## src/hw/rtl/rtc_dtw_pkg.sv

```systemverilog
// Package for the date/time wrap and clock register encoder.
// Holds field widths, range limits and the small binary-to-BCD and
// days-in-month helpers. No dependencies.
package rtc_dtw_pkg;

    // Stream widths: input item is 56 bits, result item is 45 bits padded to 48.
    localparam int IN_TDATA_W  = 56;
    localparam int OUT_TDATA_W = 48;

    // Normalized year fits in 12 bits (1970..2500).
    localparam int YEAR_W = 12;

    localparam logic [15:0] YEAR_MIN = 16'd1970;
    localparam logic [15:0] YEAR_MAX = 16'd2500;

    // Century years in range that are not leap years.
    localparam logic [YEAR_W-1:0] CENT_2100 = 12'd2100;
    localparam logic [YEAR_W-1:0] CENT_2200 = 12'd2200;
    localparam logic [YEAR_W-1:0] CENT_2300 = 12'd2300;
    localparam logic [YEAR_W-1:0] CENT_2500 = 12'd2500;

    localparam logic signed [7:0] MONTH_LO  = 8'sd1;
    localparam logic signed [7:0] MONTH_HI  = 8'sd12;
    localparam logic signed [7:0] DAY_LO    = 8'sd1;
    localparam logic signed [7:0] HOUR_HI   = 8'sd23;
    localparam logic signed [7:0] MINSEC_HI = 8'sd59;

    // Month codes that need their own day count.
    localparam logic [3:0] MON_FEB = 4'd2;
    localparam logic [3:0] MON_APR = 4'd4;
    localparam logic [3:0] MON_JUN = 4'd6;
    localparam logic [3:0] MON_SEP = 4'd9;
    localparam logic [3:0] MON_NOV = 4'd11;

    // Binary 0..59 to packed BCD. Tens digit is (v * 13) >> 7, exact over 0..59.
    function automatic logic [6:0] to_bcd(input logic [5:0] v);
        logic [9:0] prod;
        logic [2:0] tens;
        logic [5:0] tens_x10;
        logic [3:0] units;
        prod     = {4'd0, v} * 10'd13;
        tens     = prod[9:7];
        tens_x10 = {tens, 3'd0} - {2'd0, tens, 1'b0} + {1'b0, tens, 2'd0};
        units    = 4'(v - tens_x10);
        return {tens, units};
    endfunction

    // Days in a month (1..12) with a leap-year flag.
    function automatic logic [4:0] month_days(input logic [3:0] month, input logic leap);
        logic [4:0] days;
        unique case (month)
            MON_FEB:                            days = leap ? 5'd29 : 5'd28;
            MON_APR, MON_JUN, MON_SEP, MON_NOV: days = 5'd30;
            default:                            days = 5'd31;
        endcase
        return days;
    endfunction

endpackage

```

## src/hw/rtl/rtc_date_time_wrap_bcd_encode.sv

```systemverilog
// Top level of the date/time wrap and clock register encoder.
// A three-stage pipeline with a stream handshake on each side; uses rtc_dtw_pkg.
//
// The block takes one date and time per item, wraps each field once to the
// opposite end of its range (year 1970..2500, month 1..12, day 1..days of the
// month under the Gregorian leap rule, hour 0..23, minute and second 0..59) and
// returns the clock register bytes, date and time in BCD and the year in binary.
// It accepts one item per clock cycle while the output does not stall; each
// result passes through three register stages (field wrap, day wrap with time
// BCD, date BCD and packing), the first of which loads at the accepting edge.
// A stall on the output holds the pipeline, and bubbles in it are filled while
// a result waits. There is no configuration and no state beyond the pipeline.
module rtc_date_time_wrap_bcd_encode
(
    input  logic                                   clk,
    input  logic                                   rst_n,
    input  logic                                   s_axis_tvalid,
    output logic                                   s_axis_tready,
    // From bit 0: year_in[15:0], month_in[7:0], day_in[7:0], hour_in[7:0],
    // minute_in[7:0], second_in[7:0].
    input  logic [rtc_dtw_pkg::IN_TDATA_W-1:0]     s_axis_tdata,
    output logic                                   m_axis_tvalid,
    input  logic                                   m_axis_tready,
    // From bit 0: seconds_byte[6:0], minutes_byte[6:0], hours_byte[5:0],
    // year_date_byte[7:0], month_byte[4:0], year_high_byte[3:0],
    // year_low_byte[7:0], then three zero bits.
    output logic [rtc_dtw_pkg::OUT_TDATA_W-1:0]    m_axis_tdata
);
    import rtc_dtw_pkg::*;

    // Input field unpacking.
    logic [15:0]       year_in;
    logic signed [7:0] month_in;
    logic signed [7:0] day_in;
    logic signed [7:0] hour_in;
    logic signed [7:0] minute_in;
    logic signed [7:0] second_in;

    assign year_in   = s_axis_tdata[15:0];
    assign month_in  = s_axis_tdata[23:16];
    assign day_in    = s_axis_tdata[31:24];
    assign hour_in   = s_axis_tdata[39:32];
    assign minute_in = s_axis_tdata[47:40];
    assign second_in = s_axis_tdata[55:48];

    // Stage valid bits and load enables.
    logic s1_valid_reg, s2_valid_reg, s3_valid_reg;
    logic s1_load, s2_load, s3_load;

    assign s3_load       = !s3_valid_reg || m_axis_tready;
    assign s2_load       = !s2_valid_reg || s3_load;
    assign s1_load       = !s1_valid_reg || s2_load;
    assign s_axis_tready = s1_load;
    assign m_axis_tvalid = s3_valid_reg;

    always_ff @(posedge clk or negedge rst_n)
    begin
        if (!rst_n)
        begin
            s1_valid_reg <= 1'b0;
            s2_valid_reg <= 1'b0;
            s3_valid_reg <= 1'b0;
        end
        else
        begin
            if (s1_load)
            begin
                s1_valid_reg <= s_axis_tvalid;
            end
            if (s2_load)
            begin
                s2_valid_reg <= s1_valid_reg;
            end
            if (s3_load)
            begin
                s3_valid_reg <= s2_valid_reg;
            end
        end
    end

    // Stage 1: wrap year, month and time fields; find the leap flag.
    logic [YEAR_W-1:0]  s1_year_next, s1_year_reg;
    logic [3:0]         s1_month_next, s1_month_reg;
    logic signed [7:0]  s1_day_reg;
    logic [4:0]         s1_hour_next, s1_hour_reg;
    logic [5:0]         s1_minute_next, s1_minute_reg;
    logic [5:0]         s1_second_next, s1_second_reg;
    logic               s1_leap_next, s1_leap_reg;
    logic [15:0]        year_wrapped;

    always_comb
    begin
        if (year_in > YEAR_MAX)
        begin
            year_wrapped = YEAR_MIN;
        end
        else if (year_in < YEAR_MIN)
        begin
            year_wrapped = YEAR_MAX;
        end
        else
        begin
            year_wrapped = year_in;
        end
        s1_year_next = year_wrapped[YEAR_W-1:0];

        // Only 2100, 2200, 2300 and 2500 break the four-year rule in range.
        s1_leap_next = (s1_year_next[1:0] == 2'd0)
                    && (s1_year_next != CENT_2100) && (s1_year_next != CENT_2200)
                    && (s1_year_next != CENT_2300) && (s1_year_next != CENT_2500);

        if (month_in > MONTH_HI)
        begin
            s1_month_next = MONTH_LO[3:0];
        end
        else if (month_in < MONTH_LO)
        begin
            s1_month_next = MONTH_HI[3:0];
        end
        else
        begin
            s1_month_next = month_in[3:0];
        end

        if (hour_in > HOUR_HI)
        begin
            s1_hour_next = 5'd0;
        end
        else if (hour_in < 8'sd0)
        begin
            s1_hour_next = HOUR_HI[4:0];
        end
        else
        begin
            s1_hour_next = hour_in[4:0];
        end

        if (minute_in > MINSEC_HI)
        begin
            s1_minute_next = 6'd0;
        end
        else if (minute_in < 8'sd0)
        begin
            s1_minute_next = MINSEC_HI[5:0];
        end
        else
        begin
            s1_minute_next = minute_in[5:0];
        end

        if (second_in > MINSEC_HI)
        begin
            s1_second_next = 6'd0;
        end
        else if (second_in < 8'sd0)
        begin
            s1_second_next = MINSEC_HI[5:0];
        end
        else
        begin
            s1_second_next = second_in[5:0];
        end
    end

    always_ff @(posedge clk)
    begin
        if (s1_load)
        begin
            s1_year_reg   <= s1_year_next;
            s1_leap_reg   <= s1_leap_next;
            s1_month_reg  <= s1_month_next;
            s1_day_reg    <= day_in;
            s1_hour_reg   <= s1_hour_next;
            s1_minute_reg <= s1_minute_next;
            s1_second_reg <= s1_second_next;
        end
    end

    // Stage 2: wrap the day against the month length; time fields to BCD.
    logic [4:0]         month_len;
    logic signed [7:0]  month_len_s;
    logic [4:0]         s2_day_next, s2_day_reg;
    logic [YEAR_W-1:0]  s2_year_reg;
    logic [3:0]         s2_month_reg;
    logic [6:0]         s2_sec_bcd_reg, s2_min_bcd_reg, s2_hour_bcd_next;
    logic [5:0]         s2_hour_bcd_reg;

    always_comb
    begin
        month_len   = month_days(s1_month_reg, s1_leap_reg);
        month_len_s = $signed({3'd0, month_len});
        if (s1_day_reg > month_len_s)
        begin
            s2_day_next = DAY_LO[4:0];
        end
        else if (s1_day_reg < DAY_LO)
        begin
            s2_day_next = month_len;
        end
        else
        begin
            s2_day_next = s1_day_reg[4:0];
        end
        s2_hour_bcd_next = to_bcd({1'b0, s1_hour_reg});
    end

    always_ff @(posedge clk)
    begin
        if (s2_load)
        begin
            s2_year_reg     <= s1_year_reg;
            s2_month_reg    <= s1_month_reg;
            s2_day_reg      <= s2_day_next;
            s2_sec_bcd_reg  <= to_bcd(s1_second_reg);
            s2_min_bcd_reg  <= to_bcd(s1_minute_reg);
            s2_hour_bcd_reg <= s2_hour_bcd_next[5:0];
        end
    end

    // Stage 3: date and month to BCD and pack the register bytes.
    logic [6:0]              day_bcd, month_bcd;
    logic [OUT_TDATA_W-1:0]  s3_tdata_next, s3_tdata_reg;

    always_comb
    begin
        day_bcd       = to_bcd({1'b0, s2_day_reg});
        month_bcd     = to_bcd({2'b00, s2_month_reg});
        s3_tdata_next = {3'b000,
                         s2_year_reg[7:2], 2'b00,
                         s2_year_reg[11:8],
                         month_bcd[4:0],
                         s2_year_reg[1:0], day_bcd[5:0],
                         s2_hour_bcd_reg,
                         s2_min_bcd_reg,
                         s2_sec_bcd_reg};
    end

    always_ff @(posedge clk)
    begin
        if (s3_load)
        begin
            s3_tdata_reg <= s3_tdata_next;
        end
    end

    assign m_axis_tdata = s3_tdata_reg;

endmodule

```

## config.mk

```make
export PLATFORM = sky130hd
export DESIGN_NAME = rtc_date_time_wrap_bcd_encode
export DESIGN_NICKNAME = d
export VERILOG_FILES = /design/src/hw/rtl/rtc_dtw_pkg.sv /design/src/hw/rtl/rtc_date_time_wrap_bcd_encode.sv
export SDC_FILE = /design/constraint.sdc
export NUM_CORES = 1
export LEC_CHECK = 0
export ABC_AREA = 1
export BUFFER_PORTS_ARGS = -buffer_cell sky130_fd_sc_hd__buf_4
export CAP_MARGIN = 20
export CORE_MARGIN = 5
export CORE_UTILIZATION = 50
export DETAILED_ROUTE_END_ITERATION = 8
export GPL_TIMING_DRIVEN = 0
export PLACE_DENSITY = 0.69
export SYNTH_ARGS = -nofsm -noshare
export SYNTH_HDL_FRONTEND = slang
export SYNTH_SLANG_ARGS = --single-unit
```

## constraint.sdc

```tcl
create_clock -name clk -period 4.9 [get_ports clk]
set_clock_uncertainty 0.05 [all_clocks]
set_input_delay 0.735 -clock clk [delete_from_list [all_inputs] [get_ports clk]]
set_output_delay 0.735 -clock clk [all_outputs]
set_load 0.005 [all_outputs]
```

# Word level (Yosys, flattened, before mapping)

Index checks and enable logic that the tools add are counted.
W data, S select, Z words.

Bitwise gates (word level): 0
$add $sub $neg: 15
Multipliers: 5
Div/mod/pow operators: 0
$lt $le $gt $ge: 12
Shifts and indexed selects: 0
Reduce and logical (&&, ||, !) cells: 16
Eq/ne operators: 9
Mux-type cells: 9

Operator list:

| kind                   | count |
|---|---|
| $ne A12 B12 Y1 const B | 4 |
| $sub A4 B4 Y4          | 7 |
| $lt A8 B1 Y1 const B   | 3 |
| $mux W12               | 2 |
| $add A4 B4 Y4          | 5 |
| $mul A6 B4 Y10 const B | 2 |
| $mul A5 B4 Y9 const B  | 2 |
| $gt A16 B12 Y1 const B | 1 |
| $gt A8 B7 Y1 const B   | 2 |
| $lt A16 B11 Y1 const B | 1 |
| $lt A8 B2 Y1 const B   | 2 |
| $mux W6                | 2 |
| $mux W5                | 2 |
| $eq A4 B3 Y1 const B   | 2 |
| $eq A4 B4 Y1 const B   | 2 |
| $gt A8 B5 Y1 const B   | 1 |
| $gt A8 B6 Y1           | 1 |
| $gt A8 B6 Y1 const B   | 1 |
| $mul A4 B4 Y8 const B  | 1 |
| $reduce_or A2 Y1       | 4 |
| $sub A4 B3 Y4          | 2 |
| $eq A4 B2 Y1 const B   | 1 |
| $logic_and A1 B1 Y1    | 4 |
| $mux W4                | 1 |
| 7 further kinds        | 11 |

ROM bits: 0
Bits in latches: 0
Word-level logic and storage cells: 87
Output and inout bits: 50
Bits in registers: 129
Memory bits (writable): 0
Input bits: 60
Memories kept: 0

# Depth between registers and ports, before layout

Gate-level depths: netlist (run 1).

Depth in word-level cells: 8
Depth in mapped cells: 22
Gate-level depth less buffers: 22

# Least setup slack after synthesis (run 1)

OpenSTA, ideal clock, no wires.

Path type: in2out
Start point: in m_axis_tready
End point: out s_axis_tready
Arrival: 2.879 ns
Required time: 4.115 ns
Stages: 4
Setup slack: 1.236 ns
Buffers on the path: 0
Path through: inv_1 nand2_1 nor2_1 nand2_1

Word-level cells in the longest chain between the ends: 3

Ends and longest elaborated chain:

| element            | line                                | source |
|---|---|---|
| from (decl)        | rtc_date_time_wrap_bcd_encode.sv:23 | `input logic m_axis_tready,` |
| $logic_or A1 B1 Y1 | rtc_date_time_wrap_bcd_encode.sv:50 | `assign s3_load = !s3_valid_reg \|\| m_axis_tready;` |
| named net s3_load  | rtc_date_time_wrap_bcd_encode.sv:48 | `logic s1_load, s2_load, s3_load;` |
| $logic_or A1 B1 Y1 | rtc_date_time_wrap_bcd_encode.sv:51 | `assign s2_load = !s2_valid_reg \|\| s3_load;` |
| $logic_or A1 B1 Y1 | rtc_date_time_wrap_bcd_encode.sv:52 | `assign s1_load = !s1_valid_reg \|\| s2_load;` |
| to (decl)          | rtc_date_time_wrap_bcd_encode.sv:18 | `output logic s_axis_tready,` |

The timed path passes the listed nets, and every way through them passes these cells.

# Final worst setup path (run 1)

Start point: reg s1_hour_reg[1]
End point: reg s2_hour_bcd_reg[3], data pin

Word-level cells in the longest chain between the ends: 4

Ends and longest elaborated chain:

| element                       | line                                 | source |
|---|---|---|
| from (decl)                   | rtc_date_time_wrap_bcd_encode.sv:85  | `logic [4:0] s1_hour_next, s1_hour_reg;` |
| from (signal assigned)        | rtc_date_time_wrap_bcd_encode.sv:173 | `s1_hour_reg <= s1_hour_next;` |
| $mul A5 B4 Y9 (*)             | rtc_dtw_pkg.sv:41                    | `prod = {4'd0, v} * 10'd13;` |
| named net s2_hour_bcd_next[4] | rtc_date_time_wrap_bcd_encode.sv:185 | `logic [6:0] s2_sec_bcd_reg, s2_min_bcd_reg, s2_hour_bcd_next;` |
| $sub A4 B3 Y4                 | rtc_dtw_pkg.sv:43                    | `tens_x10 = {tens, 3'd0} - {2'd0, tens, 1'b0} + {1'b0, tens, 2'd0};` |
| $add A4 B4 Y4 (*)             | rtc_dtw_pkg.sv:43                    |  |
| $sub A4 B4 Y4 (*)             | rtc_dtw_pkg.sv:44                    | `units = 4'(v - tens_x10);` |
| named net s2_hour_bcd_next[3] | rtc_date_time_wrap_bcd_encode.sv:185 |  |
| to (signal assigned)          | rtc_date_time_wrap_bcd_encode.sv:216 | `s2_hour_bcd_reg <= s2_hour_bcd_next[5:0];` |
| to (decl)                     | rtc_date_time_wrap_bcd_encode.sv:186 | `logic [5:0] s2_hour_bcd_reg;` |

The timed path passes the listed nets; every way through them passes the cells marked *.
A chain may end at the register's enable or synchronous reset.

==> results of run 1 <==
[cells in the mapped netlist, types with 2 or more instances]
cell,n
nor3_1,2
inv_1,102
nor2_1,33
o211ai_1,2
xor2_1,22
nand2_2,5
nand4_1,4
o21ai_1,2
nand3b_1,5
inv_2,3
ha_1,85
edfxtp_1,126
nand3_2,2
o21ai_0,23
fa_1,8
buf_4,5
a21o_1,2
nor2_2,3
nor4_1,2
a21oi_1,10
dfrtp_1,3
xnor2_1,14
nand2_1,91
nand3_1,19
buf_6,2
a41o_1,2
[path summary, 6_finish.rpt]
path                                   start            endpoint  depth (start not counted)
max                           s1_hour_reg[1]  s2_hour_bcd_reg[3]                         17
min                                    rst_n        s1_valid_reg                          1
max reg2reg                   s1_hour_reg[1]  s2_hour_bcd_reg[3]                         17
min reg2reg                s2_sec_bcd_reg[2]     m_axis_tdata[2]                          0
max in group asynchronous              rst_n       m_axis_tvalid                          1
min in group clk           s2_sec_bcd_reg[2]     m_axis_tdata[2]                          0
[logic make-up (layout without fill, tap and decap cells)]
family | after synthesis | in the layout | share of synthesized area
AND/OR/NAND/NOR | 170 | 170 | 0.1087
flip-flops | 129 | 129 | 0.5560
buffers and inverters | 112 | 249 | 0.06544
adder cells (fa/ha/maj) | 93 | 93 | 0.1763
AO/OA/AOI/OAI | 51 | 51 | 0.04381
XOR/XNOR | 37 | 37 | 0.04777
other | 1 | 5 | 0.0005403
multiplexers | 1 | 1 | 0.001442
[critical path: cells and delay by family, from the launching register on]
family / cells / cell delay, ns
fa+ha+maj: 5 / 1.74
simple gates: 9 / 0.66
xor+xnor: 2 / 0.69
buf+inv: 1 / 0.06
flops: 1 / 0.45
[metal layers]
metal | vias to the layer above | wire length [um] | global-route usage
li1 | 2254 | - | -
met1 | 2038 | 4336 | 0.1540
met2 | 102 | 6154 | 0.2779
met3 | 29 | 576 | 0.04375
met4 | 0 | 318 | 0.07241
met5 | - | 0 | 0
[layout make-up]
class                      count  share of cell area
inverter                     105             0.04581
clock buffer                  18             0.04988
sequential                   129              0.4485
buffer                         7            0.006981
clock inverter                13             0.01949
timing repair buffer         106             0.09540
tap                          180             0.02618
multi-input combinational    357              0.3077
[power by group]
part	total, mW	internal (mW)	switching, mW
combinational	1.30	0.626	0.674
clock	1.26	0.838	0.424
sequential	1.64	1.55	0.0850
total	4.20	3.02	1.18
[stage by stage]
step	instance area, sq um	instances	hold WS, ns	util
global route	8603	915	0.03335	0.6271
finish	8603	915	0.05339	0.6271
global placement	7961	882	0.3501	0.5803
CTS	8603	915	0.03510	0.6271
detailed placement	8006	884	0.3545	0.5836
floorplan	6955	598	0.3503	-
==> flow_metrics.tcl, run 1 <==
set metrics [dict create \
    start_util 0.5059 \
    clock_latency_ns 0.41 \
    ir_worst_vdd_mv 0.2654 \
    power_mw 4.200 \
    seq_area_frac_synth 0.5560 \
    synth_area_sq_mm 0.006940 \
    place_congestion 0.8546 \
    largest_reg_flops 43 \
    syn_to_final_growth_pct 23.96 \
    clock_sinks 129 \
    critPathLaunchType "flop" \
    yosysWarnings 0 \
    wl_per_cell_um 12.44 \
    synthTopCellsByArea "edfxtp_1, ha_1, inv_1, nand2_1, xor2_1" \
    final_common_cell "edfxtp_1" \
    cts-root-buf "clkbuf_16" \
    seq_area_sq_mm 0.003859 \
    avgSynthCellArea_sq_um 11.68 \
    die_h_um 127.8 \
    final-hold-violation-count 0 \
    rsz0062_at_grt "false" \
    hp-class "input pin to asynchronous set/reset pin" \
    synthArstFlopShare 0.02326 \
    outcome "finished, final reports clean" \
    cts_tree "built" \
    cts_resized 0 \
    r2r_slack_ns 1.0 \
    crit_arrival_ns 4.02 \
    worst_pin_slew_ns 0.8880 \
    nets 876 \
    postCtsSetupBuffers 0 \
    cp_max_fo 5 \
    critPathRequiredTime_ns 5.01 \
    cts_buffers 17 \
    cts_hold_repair.buffers 0 \
    max_cap_viol_count 0 \
    ant_nets 0 \
    drt-total-wl_um 11390 \
    cp-end-kind "flop" \
    synth.top_cell.area_share 0.5452 \
    fin_crit_sh 0.7965 \
    critical-path-slowest-cell "xor2_1" \
    postSynthCellCount 594 \
    die_w_um 127.8 \
    power_density_mw_per_mm2 488.2 \
    synth_cell_types 43 \
    ys.flop_type "edfxtp_1" \
    grt_pass1_wl_um 19490 \
    leakagePower_nw 4.058 \
    ys_seq_elements 129 \
    slew_headroom 0.4071 \
    grt_overflow 0 \
    firstDrtPassIters 6 \
    min_period_ns 3.903 \
    grt_pass1_vias 4569 \
    h-tree-depth 4 \
    cts_buffer_depth 2 \
    finalSetupViolCount 0 \
    drtIter0Drc 184 \
    grt_usage 0.1502 \
    dp_hpwl_um 8850 \
    crit_type "flop to flop" \
    slew_violations 0 \
    synth_top_area_cell "edfxtp_1" \
    cts.reportedPaths.clkPinSlew_ns 0.05 \
    drive_above_1_share 0.2177 \
    n_antenna_cell 0 \
    place_ws_ns 0.9564 \
    antenna_found_initial 0 \
    fill_cells 1085 \
    rows 43 \
    vias 4423 \
    core-area_sq_mm 0.01372 \
    multiInputGateArea_sq_mm 0.002648 \
    crit_path_cell_trace "ha_1 -> fa_1 -> ha_1 -> nand4_1 -> nand2_1 -> nand3_1 -> nand2_1 -> xor2_1 -> ha_1 -> ha_1 -> nand3b_1 -> xor2_1 -> inv_1 -> nand2_1 -> nand2_1 -> nand2_1 -> nand2_1" \
    crit_path_frequent_cell "nand2_1" \
    setup_slack_ns 0.9973 \
    synth_edf_count 126 \
    io_pins 110 \
    grt_max_degree 42 \
    tns_ns 0 \
    remaining_drc_errors 0 \
    clock.fmax_mhz 256.2 \
    via_per_inst 4.834 \
    max_stage_delay_ns 0.47 \
    dieArea_sq_mm 0.01634 \
    most-common-layout-cells "edfxtp_1, buf_4, inv_1" \
    port_buffers 104 \
]
Note: power is estimated with default switching activity, not from simulation.
==> inputs of run 2 (changes only) <==
Settings changed: PLACE_DENSITY 0.69 to 0.72.
Clock period 4.9 ns to 3.2 ns, I/O delays scaled along.
==> flow_metrics.tcl, run 2 (synthesis results as in run 1) <==
set metrics [dict create \
    rsz0062_at_grt "true" \
    rows 43 \
    r2r_end "s2_min_bcd_reg[3]" \
    firstDrtPassIters 4 \
    placedCellCount 884 \
    remaining_drc_errors 0 \
    ant_nets 0 \
    ir_worst_vdd_mv 0.4756 \
    fin_crit_sh 1.082 \
    grt_pass1_vias 4916 \
    multiInputGateArea_sq_mm 0.003133 \
    worstSetupEndpoint "s2_min_bcd_reg[3]" \
    slew_headroom 0.4006 \
    cts_buffers 17 \
    n_antenna_cell 0 \
    place_ws_ns -0.4175 \
    hp-class "input pin to flop" \
    drive_above_1_share 0.3476 \
    drt-total-wl_um 13130 \
    crit_type "flop to flop" \
    grt_pass1_wl_um 20910 \
    leakagePower_nw 4.292 \
    start_util 0.5059 \
    largest_reg_flops 43 \
    drtIter0Drc 187 \
    dp_hpwl_um 9165 \
    cp-end-kind "flop" \
    hold_slack_ns 0.1939 \
    cts_tree "built" \
    seq_area_sq_mm 0.003859 \
    setup_slack_ns -0.2622 \
    slew_violations 0 \
    min_period_ns 3.462 \
    crit_arrival_ns 3.57 \
    cp_max_fo 4 \
    grt_max_degree 42 \
    final_common_cell "buf_4" \
    cts_buffer_depth 2 \
    worst_pin_slew_ns 0.8978 \
    wl_per_cell_um 13.81 \
    port_buffers 104 \
    via_per_inst 4.941 \
    h-tree-depth 4 \
    clock_sinks 129 \
    syn_to_final_growth_pct 35.35 \
    antenna_found_initial 0 \
    critPathLaunchType "flop" \
    failed_checks "setup timing" \
    dieArea_sq_mm 0.01634 \
    die_h_um 127.8 \
    ff2ff_path_depth 17 \
    final-hold-violation-count 0 \
    nets 911 \
    grt_overflow 0 \
    critPathRequiredTime_ns 3.31 \
    cts.reportedPaths.clkPinSlew_ns 0.05 \
    grt_usage 0.1615 \
    placedInstanceArea_sq_mm 0.008202 \
    io_pins 110 \
    startpoint "s1_minute_reg[1]" \
    power_density_mw_per_mm2 786.9 \
    post-route-util 0.6847 \
    core-area_sq_mm 0.01372 \
    max_cap_viol_count 0 \
    r2r_start "s1_minute_reg[1]" \
    clock_latency_ns 0.41 \
    final_area_sq_mm 0.009394 \
    finalSetupViolCount 5 \
    most-common-layout-cells "buf_4, edfxtp_1, inv_1" \
    cts-root-buf "clkbuf_16" \
    clock.fmax_mhz 288.8 \
    stdcell_count 951 \
    vias 4699 \
    r2r_slack_ns -0.26 \
    outcome "finished, violations left" \
    power_mw 7.392 \
    fill_cells 987 \
    tns_ns -0.9771 \
    place_congestion 0.8705 \
    die_w_um 127.8 \
]
run 2: worst min-delay path by stage:
stage	startpoint	depth (start not counted)	slack (ns)	endpoint
2_1_floorplan	rst_n	0	0.13	m_axis_tvalid
3_3_place_gp	rst_n	1	0.22	m_axis_tvalid
3_5_place_dp	rst_n	1	0.22	m_axis_tvalid
4_1_cts	s_axis_tdata[31]	1	0.17	s1_day_reg[7]
5_1_grt	s_axis_tdata[31]	1	0.17	s1_day_reg[7]
6_report	s_axis_tdata[31]	1	0.19	s1_day_reg[7]
run 2: repair_timing:
action / 4_1_cts / 5_1_grt
resized for setup: 14 / 48
buffers inserted: 19 / 17
pin swaps: 12 / 33
endpoints found under the hold margin: 3 / 0
gates cloned: 0 / 0
hold buffers: 1 / 0
endpoints found under the setup margin: 6 / 10
run 2: critical path, cell delays in order, from the launching register on:
cell and delay (ns):
edfxtp_1 0.44, ha_1 0.34, fa_1 0.45, ha_1 0.28
nand4_1 0.08, nand2_2 0.09, nand3_4 0.07, nand2_4 0.10
nand2_2 0.06, nand2_2 0.09, xor2_2 0.17, inv_2 0.06
ha_4 0.23, ha_4 0.16, xnor2_2 0.13, xnor2_1 0.18
xnor2_1 0.15, xor2_1 0.08
run 2: report_power, final:
part	switching, mW	internal (mW)
logic	1.36	1.48
registers	0.136	2.38
clock network	0.670	1.37
run 2: layout make-up:
type	instances	share of cell area
sequential	129	0.4108
multi-input combinational	357	0.3335
timing repair buffer	141	0.1168
clock buffer	20	0.04648
inverter	105	0.04196
tap	180	0.02397
clock inverter	12	0.02011
buffer	7	0.006393
run 2: routing by layer:
metal | vias up | wire, um | track usage
met4 | 0 | 357 | 0.07928
met5 | - | 0 | 0
met2 | 103 | 7415 | 0.3019
met1 | 2252 | 4772 | 0.1652
met3 | 32 | 588 | 0.04250
li1 | 2312 | - | -
